==> src/hw/rtl/lbc_pkg.sv <==
// ----------------------------------------------------------------------------
// Buffer cache package
// Sizes, operation and status codes, payload and control structs.
// ----------------------------------------------------------------------------
package lbc_pkg;

    localparam int NUM_SLOTS = 32;
    localparam int SIDX_W    = $clog2(NUM_SLOTS);
    localparam int CNT_W     = $clog2(NUM_SLOTS + 1);

    localparam int OP_W   = 3;
    localparam int DEV_W  = 8;
    localparam int BLK_W  = 32;
    localparam int SLOT_W = 5;
    localparam int RC_W   = 8;
    localparam int STAT_W = 2;

    localparam logic [OP_W-1:0] OP_READ    = 3'd0;
    localparam logic [OP_W-1:0] OP_DIRTY   = 3'd1;
    localparam logic [OP_W-1:0] OP_RELEASE = 3'd2;
    localparam logic [OP_W-1:0] OP_PIN     = 3'd3;
    localparam logic [OP_W-1:0] OP_UNPIN   = 3'd4;

    localparam logic [STAT_W-1:0] STAT_OK     = 2'd0;
    localparam logic [STAT_W-1:0] STAT_NOFREE = 2'd1;
    localparam logic [STAT_W-1:0] STAT_UNDER  = 2'd2;
    localparam logic [STAT_W-1:0] STAT_OVER   = 2'd3;

    localparam logic [RC_W-1:0] RC_MAX = '1;

    typedef enum logic [2:0] {
        ST_IDLE,
        ST_FWD,
        ST_BWD,
        ST_SLOT,
        ST_FIND,
        ST_DONE
    } lbc_state_t;

    typedef struct packed {
        logic [OP_W-1:0]   op;
        logic [DEV_W-1:0]  dev;
        logic [BLK_W-1:0]  blockno;
        logic [SLOT_W-1:0] slot;
    } lbc_in_t;

    typedef struct packed {
        logic [SLOT_W-1:0] buf_slot;
        logic              hit;
        logic              fill_req;
        logic              wb_req;
        logic [DEV_W-1:0]  out_dev;
        logic [BLK_W-1:0]  out_blockno;
        logic [RC_W-1:0]   ref_count;
        logic [STAT_W-1:0] status;
    } lbc_out_t;

    typedef struct packed {
        logic [DEV_W-1:0] dev;
        logic [BLK_W-1:0] blk;
    } lbc_tag_t;

    typedef struct packed {
        logic              wr_en;
        logic [SIDX_W-1:0] wr_addr;
        lbc_tag_t          wr_tag;
        logic [SIDX_W-1:0] rd_addr;
    } lbc_tag_req_t;

endpackage

==> src/hw/rtl/lbc_tag_store.sv <==
// ----------------------------------------------------------------------------
// Buffer cache tag store
// One-write, one-read tag memory with registered read; entries never
// written read as zero.
// ----------------------------------------------------------------------------
module lbc_tag_store (
    input  logic                 clk,
    input  logic                 rst_n,
    input  lbc_pkg::lbc_tag_req_t req,
    output lbc_pkg::lbc_tag_t    rd_tag
);
    import lbc_pkg::*;

    lbc_tag_t               mem_reg [NUM_SLOTS];
    logic [NUM_SLOTS-1:0]   written_reg;
    lbc_tag_t               rd_data_reg;
    logic                   rd_written_reg;

    always_ff @(posedge clk)
    begin
        if (req.wr_en)
        begin
            mem_reg[req.wr_addr] <= req.wr_tag;
        end
        rd_data_reg <= mem_reg[req.rd_addr];
    end

    always_ff @(posedge clk or negedge rst_n)
    begin
        if (!rst_n)
        begin
            written_reg    <= '0;
            rd_written_reg <= 1'b0;
        end
        else
        begin
            if (req.wr_en)
            begin
                written_reg[req.wr_addr] <= 1'b1;
            end
            rd_written_reg <= written_reg[req.rd_addr];
        end
    end

    assign rd_tag = rd_written_reg ? rd_data_reg : '0;

endmodule

==> src/hw/rtl/lru_block_buffer_cache.sv <==
// ----------------------------------------------------------------------------
// LRU block buffer cache
// Tag lookup, victim reclaim and reference counting over a recency list.
// ----------------------------------------------------------------------------
// One transfer in, one transfer out per item; in_ready is low while an item is
// worked. A read scans the recency list from the most recent end through the
// single tag memory read port, one slot a cycle, then walks back from the least
// recent end over the reference counts, one slot a cycle, for a victim. Mark
// dirty, pin, unpin and release pass through the slot state to the done state;
// a release that drops the count to zero goes through a find state first, which
// locates the slot in the recency list and moves it to the front. A finished
// result waits in the output register while the next transfer is taken; an item
// that finishes while that register still holds an untaken result stalls until
// it is taken.
module lru_block_buffer_cache (
    input  logic             clk,
    input  logic             rst_n,
    input  logic             in_valid,
    output logic             in_ready,
    input  lbc_pkg::lbc_in_t  in_data,
    output logic             out_valid,
    input  logic             out_ready,
    output lbc_pkg::lbc_out_t out_data
);
    import lbc_pkg::*;

    lbc_state_t        state_reg, state_next;
    logic [OP_W-1:0]   op_reg, op_next;
    logic [DEV_W-1:0]  dev_reg, dev_next;
    logic [BLK_W-1:0]  blk_reg, blk_next;
    logic [SLOT_W-1:0] slot_reg, slot_next;
    logic [CNT_W-1:0]  idx_reg, idx_next;
    logic              pend_vld_reg, pend_vld_next;
    logic [SIDX_W-1:0] pend_slot_reg, pend_slot_next;
    lbc_out_t          res_reg, res_next;
    logic              out_valid_reg;
    lbc_out_t          out_data_reg;

    logic [RC_W-1:0]      cnt_reg [NUM_SLOTS];
    logic [NUM_SLOTS-1:0] valid_reg;
    logic [NUM_SLOTS-1:0] dirty_reg;
    logic [SIDX_W-1:0]    rec_reg [NUM_SLOTS];

    lbc_tag_req_t      tag_req;
    lbc_tag_t          tag_rd;

    logic [SIDX_W-1:0] idx_s;
    logic [SIDX_W-1:0] s_idx;
    logic [SIDX_W-1:0] rec_at_idx;
    logic [SIDX_W-1:0] cnt_addr;
    logic [RC_W-1:0]   cnt_cur;
    logic              tag_match;
    logic              in_xfer;
    logic              in_slot_bad;

    logic              cnt_we;
    logic [RC_W-1:0]   cnt_wd;
    logic              valid_we;
    logic              dirty_we;
    logic              dirty_wd;
    logic              rec_shift;
    logic              out_load;

    lbc_tag_store u_tag_store (
        .clk    (clk),
        .rst_n  (rst_n),
        .req    (tag_req),
        .rd_tag (tag_rd)
    );

    assign idx_s       = idx_reg[SIDX_W-1:0];
    assign s_idx       = slot_reg[SIDX_W-1:0];
    assign rec_at_idx  = rec_reg[idx_s];
    assign in_xfer     = in_valid && in_ready;
    assign in_slot_bad = (32'(in_data.slot) >= 32'(NUM_SLOTS));
    assign tag_match   = pend_vld_reg && (tag_rd.dev == dev_reg) && (tag_rd.blk == blk_reg);

    always_comb
    begin
        case (state_reg)
            ST_FWD:  cnt_addr = pend_slot_reg;
            ST_BWD:  cnt_addr = rec_at_idx;
            default: cnt_addr = s_idx;
        endcase
    end

    assign cnt_cur = cnt_reg[cnt_addr];

    // next state
    always_comb
    begin
        state_next = state_reg;
        case (state_reg)
            ST_IDLE:
            begin
                if (in_valid)
                begin
                    if (in_data.op == OP_READ)
                        state_next = ST_FWD;
                    else if (in_data.op > OP_UNPIN || in_slot_bad)
                        state_next = ST_DONE;
                    else
                        state_next = ST_SLOT;
                end
            end
            ST_FWD:
            begin
                if (tag_match)
                    state_next = ST_DONE;
                else if (idx_reg == CNT_W'(NUM_SLOTS))
                    state_next = ST_BWD;
            end
            ST_BWD:
            begin
                if (cnt_cur == '0 || idx_reg == '0)
                    state_next = ST_DONE;
            end
            ST_SLOT:
            begin
                if (op_reg == OP_RELEASE && cnt_cur == RC_W'(1))
                    state_next = ST_FIND;
                else
                    state_next = ST_DONE;
            end
            ST_FIND:
            begin
                if (rec_at_idx == s_idx || idx_s == SIDX_W'(NUM_SLOTS - 1))
                    state_next = ST_DONE;
            end
            ST_DONE:
            begin
                if (!out_valid_reg || out_ready)
                    state_next = ST_IDLE;
            end
            default: state_next = ST_IDLE;
        endcase
    end

    // datapath and outputs
    always_comb
    begin
        in_ready       = (state_reg == ST_IDLE);
        op_next        = op_reg;
        dev_next       = dev_reg;
        blk_next       = blk_reg;
        slot_next      = slot_reg;
        idx_next       = idx_reg;
        pend_vld_next  = pend_vld_reg;
        pend_slot_next = pend_slot_reg;
        res_next       = res_reg;
        cnt_we         = 1'b0;
        cnt_wd         = cnt_cur;
        valid_we       = 1'b0;
        dirty_we       = 1'b0;
        dirty_wd       = 1'b0;
        rec_shift      = 1'b0;
        out_load       = 1'b0;
        tag_req.wr_en   = 1'b0;
        tag_req.wr_addr = rec_at_idx;
        tag_req.wr_tag  = '{dev: dev_reg, blk: blk_reg};
        tag_req.rd_addr = s_idx;

        case (state_reg)
            ST_IDLE:
            begin
                tag_req.rd_addr = in_data.slot[SIDX_W-1:0];
                if (in_xfer)
                begin
                    op_next       = in_data.op;
                    dev_next      = in_data.dev;
                    blk_next      = in_data.blockno;
                    slot_next     = in_data.slot;
                    idx_next      = '0;
                    pend_vld_next = 1'b0;
                    res_next      = '0;
                    if (in_data.op != OP_READ && in_data.op <= OP_UNPIN && in_slot_bad)
                        res_next.buf_slot = in_data.slot;
                end
            end
            ST_FWD:
            begin
                tag_req.rd_addr = rec_at_idx;
                if (tag_match)
                begin
                    res_next.buf_slot    = SLOT_W'(pend_slot_reg);
                    res_next.hit         = 1'b1;
                    res_next.out_dev     = dev_reg;
                    res_next.out_blockno = blk_reg;
                    if (cnt_cur == RC_MAX)
                    begin
                        res_next.ref_count = cnt_cur;
                        res_next.status    = STAT_OVER;
                    end
                    else
                    begin
                        cnt_we             = 1'b1;
                        cnt_wd             = cnt_cur + RC_W'(1);
                        res_next.ref_count = cnt_wd;
                        if (!valid_reg[cnt_addr])
                        begin
                            res_next.fill_req = 1'b1;
                            valid_we          = 1'b1;
                            dirty_we          = 1'b1;
                        end
                    end
                end
                else if (idx_reg != CNT_W'(NUM_SLOTS))
                begin
                    pend_vld_next  = 1'b1;
                    pend_slot_next = rec_at_idx;
                    idx_next       = idx_reg + CNT_W'(1);
                end
                else
                begin
                    idx_next = CNT_W'(NUM_SLOTS - 1);
                end
            end
            ST_BWD:
            begin
                if (cnt_cur == '0)
                begin
                    tag_req.wr_en        = 1'b1;
                    cnt_we               = 1'b1;
                    cnt_wd               = RC_W'(1);
                    valid_we             = 1'b1;
                    dirty_we             = 1'b1;
                    res_next.buf_slot    = SLOT_W'(rec_at_idx);
                    res_next.fill_req    = 1'b1;
                    res_next.out_dev     = dev_reg;
                    res_next.out_blockno = blk_reg;
                    res_next.ref_count   = RC_W'(1);
                end
                else if (idx_reg != '0)
                begin
                    idx_next = idx_reg - CNT_W'(1);
                end
                else
                begin
                    res_next.status = STAT_NOFREE;
                end
            end
            ST_SLOT:
            begin
                res_next.buf_slot    = slot_reg;
                res_next.out_dev     = tag_rd.dev;
                res_next.out_blockno = tag_rd.blk;
                res_next.ref_count   = cnt_cur;
                idx_next             = '0;
                case (op_reg)
                    OP_DIRTY:
                    begin
                        dirty_we = 1'b1;
                        dirty_wd = 1'b1;
                    end
                    OP_RELEASE:
                    begin
                        if (dirty_reg[s_idx])
                        begin
                            res_next.wb_req = 1'b1;
                            dirty_we        = 1'b1;
                        end
                        if (cnt_cur == '0)
                        begin
                            res_next.status = STAT_UNDER;
                        end
                        else
                        begin
                            cnt_we             = 1'b1;
                            cnt_wd             = cnt_cur - RC_W'(1);
                            res_next.ref_count = cnt_wd;
                        end
                    end
                    OP_PIN:
                    begin
                        if (cnt_cur == RC_MAX)
                        begin
                            res_next.status = STAT_OVER;
                        end
                        else
                        begin
                            cnt_we             = 1'b1;
                            cnt_wd             = cnt_cur + RC_W'(1);
                            res_next.ref_count = cnt_wd;
                        end
                    end
                    OP_UNPIN:
                    begin
                        if (cnt_cur == '0)
                        begin
                            res_next.status = STAT_UNDER;
                        end
                        else
                        begin
                            cnt_we             = 1'b1;
                            cnt_wd             = cnt_cur - RC_W'(1);
                            res_next.ref_count = cnt_wd;
                        end
                    end
                    default: ;
                endcase
            end
            ST_FIND:
            begin
                if (rec_at_idx == s_idx)
                    rec_shift = 1'b1;
                else
                    idx_next = idx_reg + CNT_W'(1);
            end
            ST_DONE:
            begin
                out_load = !out_valid_reg || out_ready;
            end
            default: ;
        endcase
    end

    always_ff @(posedge clk or negedge rst_n)
    begin
        if (!rst_n)
        begin
            state_reg     <= ST_IDLE;
            pend_vld_reg  <= 1'b0;
            idx_reg       <= '0;
            out_valid_reg <= 1'b0;
        end
        else
        begin
            state_reg    <= state_next;
            pend_vld_reg <= pend_vld_next;
            idx_reg      <= idx_next;
            if (out_load)
                out_valid_reg <= 1'b1;
            else if (out_ready)
                out_valid_reg <= 1'b0;
        end
    end

    always_ff @(posedge clk)
    begin
        op_reg        <= op_next;
        dev_reg       <= dev_next;
        blk_reg       <= blk_next;
        slot_reg      <= slot_next;
        pend_slot_reg <= pend_slot_next;
        res_reg       <= res_next;
        if (out_load)
            out_data_reg <= res_reg;
    end

    // slot state
    always_ff @(posedge clk or negedge rst_n)
    begin
        if (!rst_n)
        begin
            valid_reg <= '0;
            dirty_reg <= '0;
            for (int i = 0; i < NUM_SLOTS; i++)
            begin
                cnt_reg[i] <= '0;
                rec_reg[i] <= SIDX_W'(NUM_SLOTS - 1 - i);
            end
        end
        else
        begin
            if (cnt_we)
                cnt_reg[cnt_addr] <= cnt_wd;
            if (valid_we)
                valid_reg[cnt_addr] <= 1'b1;
            if (dirty_we)
                dirty_reg[cnt_addr] <= dirty_wd;
            if (rec_shift)
            begin
                rec_reg[0] <= s_idx;
                for (int i = 1; i < NUM_SLOTS; i++)
                begin
                    if (SIDX_W'(i) <= idx_s)
                        rec_reg[i] <= rec_reg[i-1];
                end
            end
        end
    end

    assign out_valid = out_valid_reg;
    assign out_data  = out_data_reg;

endmodule

==> config.mk <==
export PLATFORM = sky130hd
export DESIGN_NAME = lru_block_buffer_cache
export DESIGN_NICKNAME = d
export VERILOG_FILES = /design/src/hw/rtl/lbc_pkg.sv /design/src/hw/rtl/lbc_tag_store.sv /design/src/hw/rtl/lru_block_buffer_cache.sv
export SDC_FILE = /design/constraint.sdc
export NUM_CORES = 2
export LEC_CHECK = 0
export BUFFER_PORTS_ARGS = -buffer_cell sky130_fd_sc_hd__buf_2
export CAP_MARGIN = 40
export CORE_MARGIN = 2
export CORE_UTILIZATION = 60
export DETAILED_ROUTE_END_ITERATION = 8
export PLACE_DENSITY = 0.86
export SLEW_MARGIN = 30
export SYNTH_ARGS = -nofsm -noshare
export SYNTH_HDL_FRONTEND = slang
export SYNTH_HIERARCHICAL = 1
export SYNTH_SLANG_ARGS = --single-unit
export TNS_END_PERCENT = 1
==> constraint.sdc <==
create_clock -name clk -period 19.7 [get_ports clk]
set_clock_uncertainty 0.2 [all_clocks]
set_input_delay 1.97 -clock clk [delete_from_list [all_inputs] [get_ports clk]]
set_output_delay 1.97 -clock clk [all_outputs]
set_load 0.01 [all_outputs]
==> run_results.csv <==
group,metric,value,unit
synthesis,synth_top_cells_by_area,"sky130_fd_sc_hd__edfxtp_1 52%, sky130_fd_sc_hd__dfrtp_1 13%, sky130_fd_sc_hd__mux2i_1 9.1%, sky130_fd_sc_hd__mux2_2 2.7%, sky130_fd_sc_hd__dfstp_2 2.5%",
clocking,cts_hold_buf,0,
clocking,cts_repair_resize_count,0,
layout,antenna_cells,0,
floorplan,core.rowCount,136,
worst_setup_path,crit_start,"idx_reg[0]",
worst_setup_path,r2r_cells,22,
route,dr.pass1.iters,9,
placed_design,dp_hpwl,128,mm
sta,timing.final.crit_share,46.6,%
global_routing,grt_antenna_before_repair,10,
synthesis,synth_seq_cells,2013,
synthesis,syn-num-nets,5709,
worst_setup_path,cp_num_cells,22,
layout,multi_input_area,24600,um^2
layout,regArea,57500,um^2
clocking,clock_tree_from_tritoncts,"done",
worst_setup_path,critical_path.n_buffers_inverters,8,
layout,fill_cells,8631,
global_routing,via_count_of_the_first_global_routing_pass,52236,
power_and_ir_drop,power_frac_clock,26.4,%
worst_setup_path,critPathMaxFanout,62,
worst_setup_path,critical_path.cell_chain,"buf_4 -> buf_12 -> mux2i_1 -> o22ai_1 -> o21ai_1 -> a41oi_2 -> nor2_4 -> buf_4 -> buf_4 -> buf_16 -> mux2i_1 -> o22a_1 -> o221ai_1 -> o41ai_2 -> buf_4 -> ha_1 -> and3_1 -> nand3_1 -> inv_1 -> or3b_2 -> nor2_4 -> buf_4",
power_and_ir_drop,power_density,150,nW/um^2
power_and_ir_drop,p_sw,5.26,mW
run_status,status,"finished clean",
synthesis,synth_top_flop_cell,"sky130_fd_sc_hd__edfxtp_1",
sta,totalNegativeSetupSlack,0,ns
synthesis,async_reset_ff_share,26.0,%
worst_setup_path,setup.worst_path.end,"u_tag_store/mem_reg[8][24]",
synthesis,synth_warnings,6,
route,route.detailed.wl_per_inst,29.0,um
global_routing,grt_start_max_net_pins,129,
sta,slew_headroom,31.2,%
worst_setup_path,worstPathRequired,19.97,ns
layout,layout-drive-gt1-share,18.6,%
worst_setup_path,cpMaxStageDelayCell,"sky130_fd_sc_hd__nor2_4",
power_and_ir_drop,power.leakage,35.0,nW
worst_setup_path,arrival,9.45,ns
floorplan,floorplan.die_area,142000,um^2
synthesis,postSynthAreaPerCell,14.8,um^2
worst_setup_path,regToRegStartpoint,"idx_reg[0]",
sta,period_minus_slack,9.18,ns
floorplan,die-width,377,um
global_routing,grt_overflow,0,
floorplan,pin_count,112,
power_and_ir_drop,p_int,8.67,mW
worst_setup_path,timing.critical_path.from_type,"register",
placed_design,placedCellCount,7355,
synthesis,sequential_element_share_of_the_synthesized_area,68.8,%
route,drcViolationCount,0,
placed_design,portBuffers,111,
placed_design,gp_routability_congestion,0.959,
sta,max_clock_freq,109,MHz
min_path,hp-class,"reg -> reg",
floorplan,core_region_area,138000,um^2
route,final_routed_wirelength_across_all_metal_layers,224,mm
layout,largest_register_ffs,1280,
route,via_per_inst,6.80,
synthesis,postSynthCellCount,5646,
worst_setup_path,timing_worst_setup_path_type,"reg -> reg",
synthesis,netlist-cell-type-count,90,
power_and_ir_drop,swShare,37.8,%
sta,setup_viol,0,
sta,rsz0062_at_grt,"no",
synthesis,synth.top_cell.area_share,52.0,%
route,vias_after_detailed_routing,52547,
floorplan,initial_cell_density_of_the_core,60.7,%
sta,drv_slew,0,
clocking,cts_buffers,190,
job,timing.max_cap.violations,0,
clocking,h-tree-depth,4,
clocking,path_clk_slew,0.06,ns
layout,nNetsFinal,5832,
clocking,clock_sink_count,2013,
clocking,root_buffer_cell,"sky130_fd_sc_hd__clkbuf_16",
power_and_ir_drop,p_comb_share,35.6,%
floorplan,die_height,377,um
global_routing,grt_usage,31.3,%
synthesis,synth-edff-count,1449,
route,drtIter0Drc,7612,
worst_setup_path,crit-reg2reg-capture,"u_tag_store/mem_reg[8][24]",
synthesis,synth_area,83600,um^2
layout,final_cells,7725,
worst_setup_path,cp_top_family,"buffers and inverters",
worst_setup_path,critical_path.endpoint_type,"register",
clocking,clock_tree.buffer_depth,3,
worst_setup_path,cp_common_cell,"sky130_fd_sc_hd__buf_4",
layout,areaGrowthSynthToFinish,11.2,%
clocking,worstSkewPairLatency,0.83,ns
power_and_ir_drop,peakVddDrop,0.197,mV
clocking,cts_post_setup_buffers_inserted,0,
synthesis,synth_area_leader_cell,"sky130_fd_sc_hd__edfxtp_1",
global_routing,grt_first_pass_wirelength,333,mm
sta,tightest_slew,1.03,ns
synthesis,post-synth-top-count-cell,"sky130_fd_sc_hd__edfxtp_1",
power_and_ir_drop,power_frac_seq,38.1,%
synthesis,ys_top_cells_by_count,"1449 x sky130_fd_sc_hd__edfxtp_1, 757 x sky130_fd_sc_hd__mux2i_1, 484 x sky130_fd_sc_hd__nand2_1",
worst_setup_path,r2r_setup_slack,10.52,ns
route,postRouteAntennaNets,0,
sta,timing_hold_violations_final,0,
worst_setup_path,crit_path_max_incr_delay,0.75,ns
[power by group through the flow]
| stage | Clock, mW | Sequential, mW | Combinational [mW] |
|---|---|---|---|
| 3_5_place_dp | 0 | 5.36 | 4.65 |
| 5_1_grt | 3.86 | 5.33 | 5.12 |
| 6_report | 3.67 | 5.30 | 4.95 |
| 4_1_cts | 3.70 | 5.29 | 4.73 |
| 3_3_place_gp | 0 | 5.36 | 4.49 |
| 2_1_floorplan | 0 | 5.34 | 3.14 |
[per-layer routing]
| layer | global-route usage (%) | part of all wire, % |
|---|---|---|
| met1 | 40.7 | 36 |
| met2 | 48.7 | 47 |
| met3 | 8.23 | 12 |
| met4 | 16.1 | 5.5 |
| met5 | 0 | 0.019 |
[through the flow]
step	utilization, %	power [mW]	setup slack, ns	instance area [um^2]	hold slack, ns
after floorplan	-	8.48	12.46	83600	0.200
after global placement	62.4	9.85	10.69	86100	0.202
after detailed placement	62.7	10.0	10.69	86400	0.205
after CTS	67.3	13.7	10.69	92700	0.220
after global routing	67.4	14.3	10.17	93000	0.229
final	67.4	13.9	10.52	93000	0.218
[cell type report]
| type | count | share of cell area (%) |
|---|---|---|
| Timing Repair Buffer | 282 | 2.39 |
| Multi-Input combinational cell | 3263 | 26.5 |
| Clock buffer | 247 | 5.59 |
| Sequential cell | 2013 | 61.9 |
| Inverter | 19 | 0.0781 |
| Tap cell | 1794 | 2.41 |
| Clock inverter | 107 | 1.15 |
[placed cells by master, fill, tap and decap left out, drive strengths merged, types with 11 or more instances in the layout]
cell type	n
a2bb2oi	24
inv	28
o22ai	50
nor4	16
clkinv	73
a31oi	157
nand2	484
a22o	122
ha	11
mux2i	757
or2	37
dfxtp	40
and3	16
edfxtp	1449
and2	49
mux2	290
dfstp	80
a21o	31
nand3	254
dfrtp	444
buf	279
clkbuf	250
o21ai	124
nor3	63
clkinvlp	11
a32o	25
bufinv	14
a22oi	128
xnor2	13
nor2	173
a21oi	273
nand4	13
xor2	33
[kinds of logic (layout without fill, tap and decap cells)]
family / Yosys count / in the layout / synth area share, %
XOR/XNOR: 46 / 46 / 0.482
buffers and inverters: 370 / 655 / 2.27
multiplexers: 1057 / 1057 / 13.6
flip-flops: 2013 / 2013 / 68.8
AO/OA/AOI/OAI: 1002 / 1002 / 7.97
adder cells (fa/ha/maj): 11 / 11 / 0.165
AND/OR/NAND/NOR: 1147 / 1147 / 6.74
[how the worst min path moves through the flow]
stage,startpoint,slack (ns),to,cells past startpoint
CTS,res_reg[48],0.22,out_data[48],0
global placement,res_reg[47],0.20,out_data[47],0
floorplan,res_reg[10],0.20,out_data[10],0
global route,res_reg[40],0.23,out_data[40],0
detailed placement,res_reg[32],0.20,out_data[32],0
finish,res_reg[7],0.22,out_data[7],0
No activity file was read; power rests on OpenSTA's default activity.
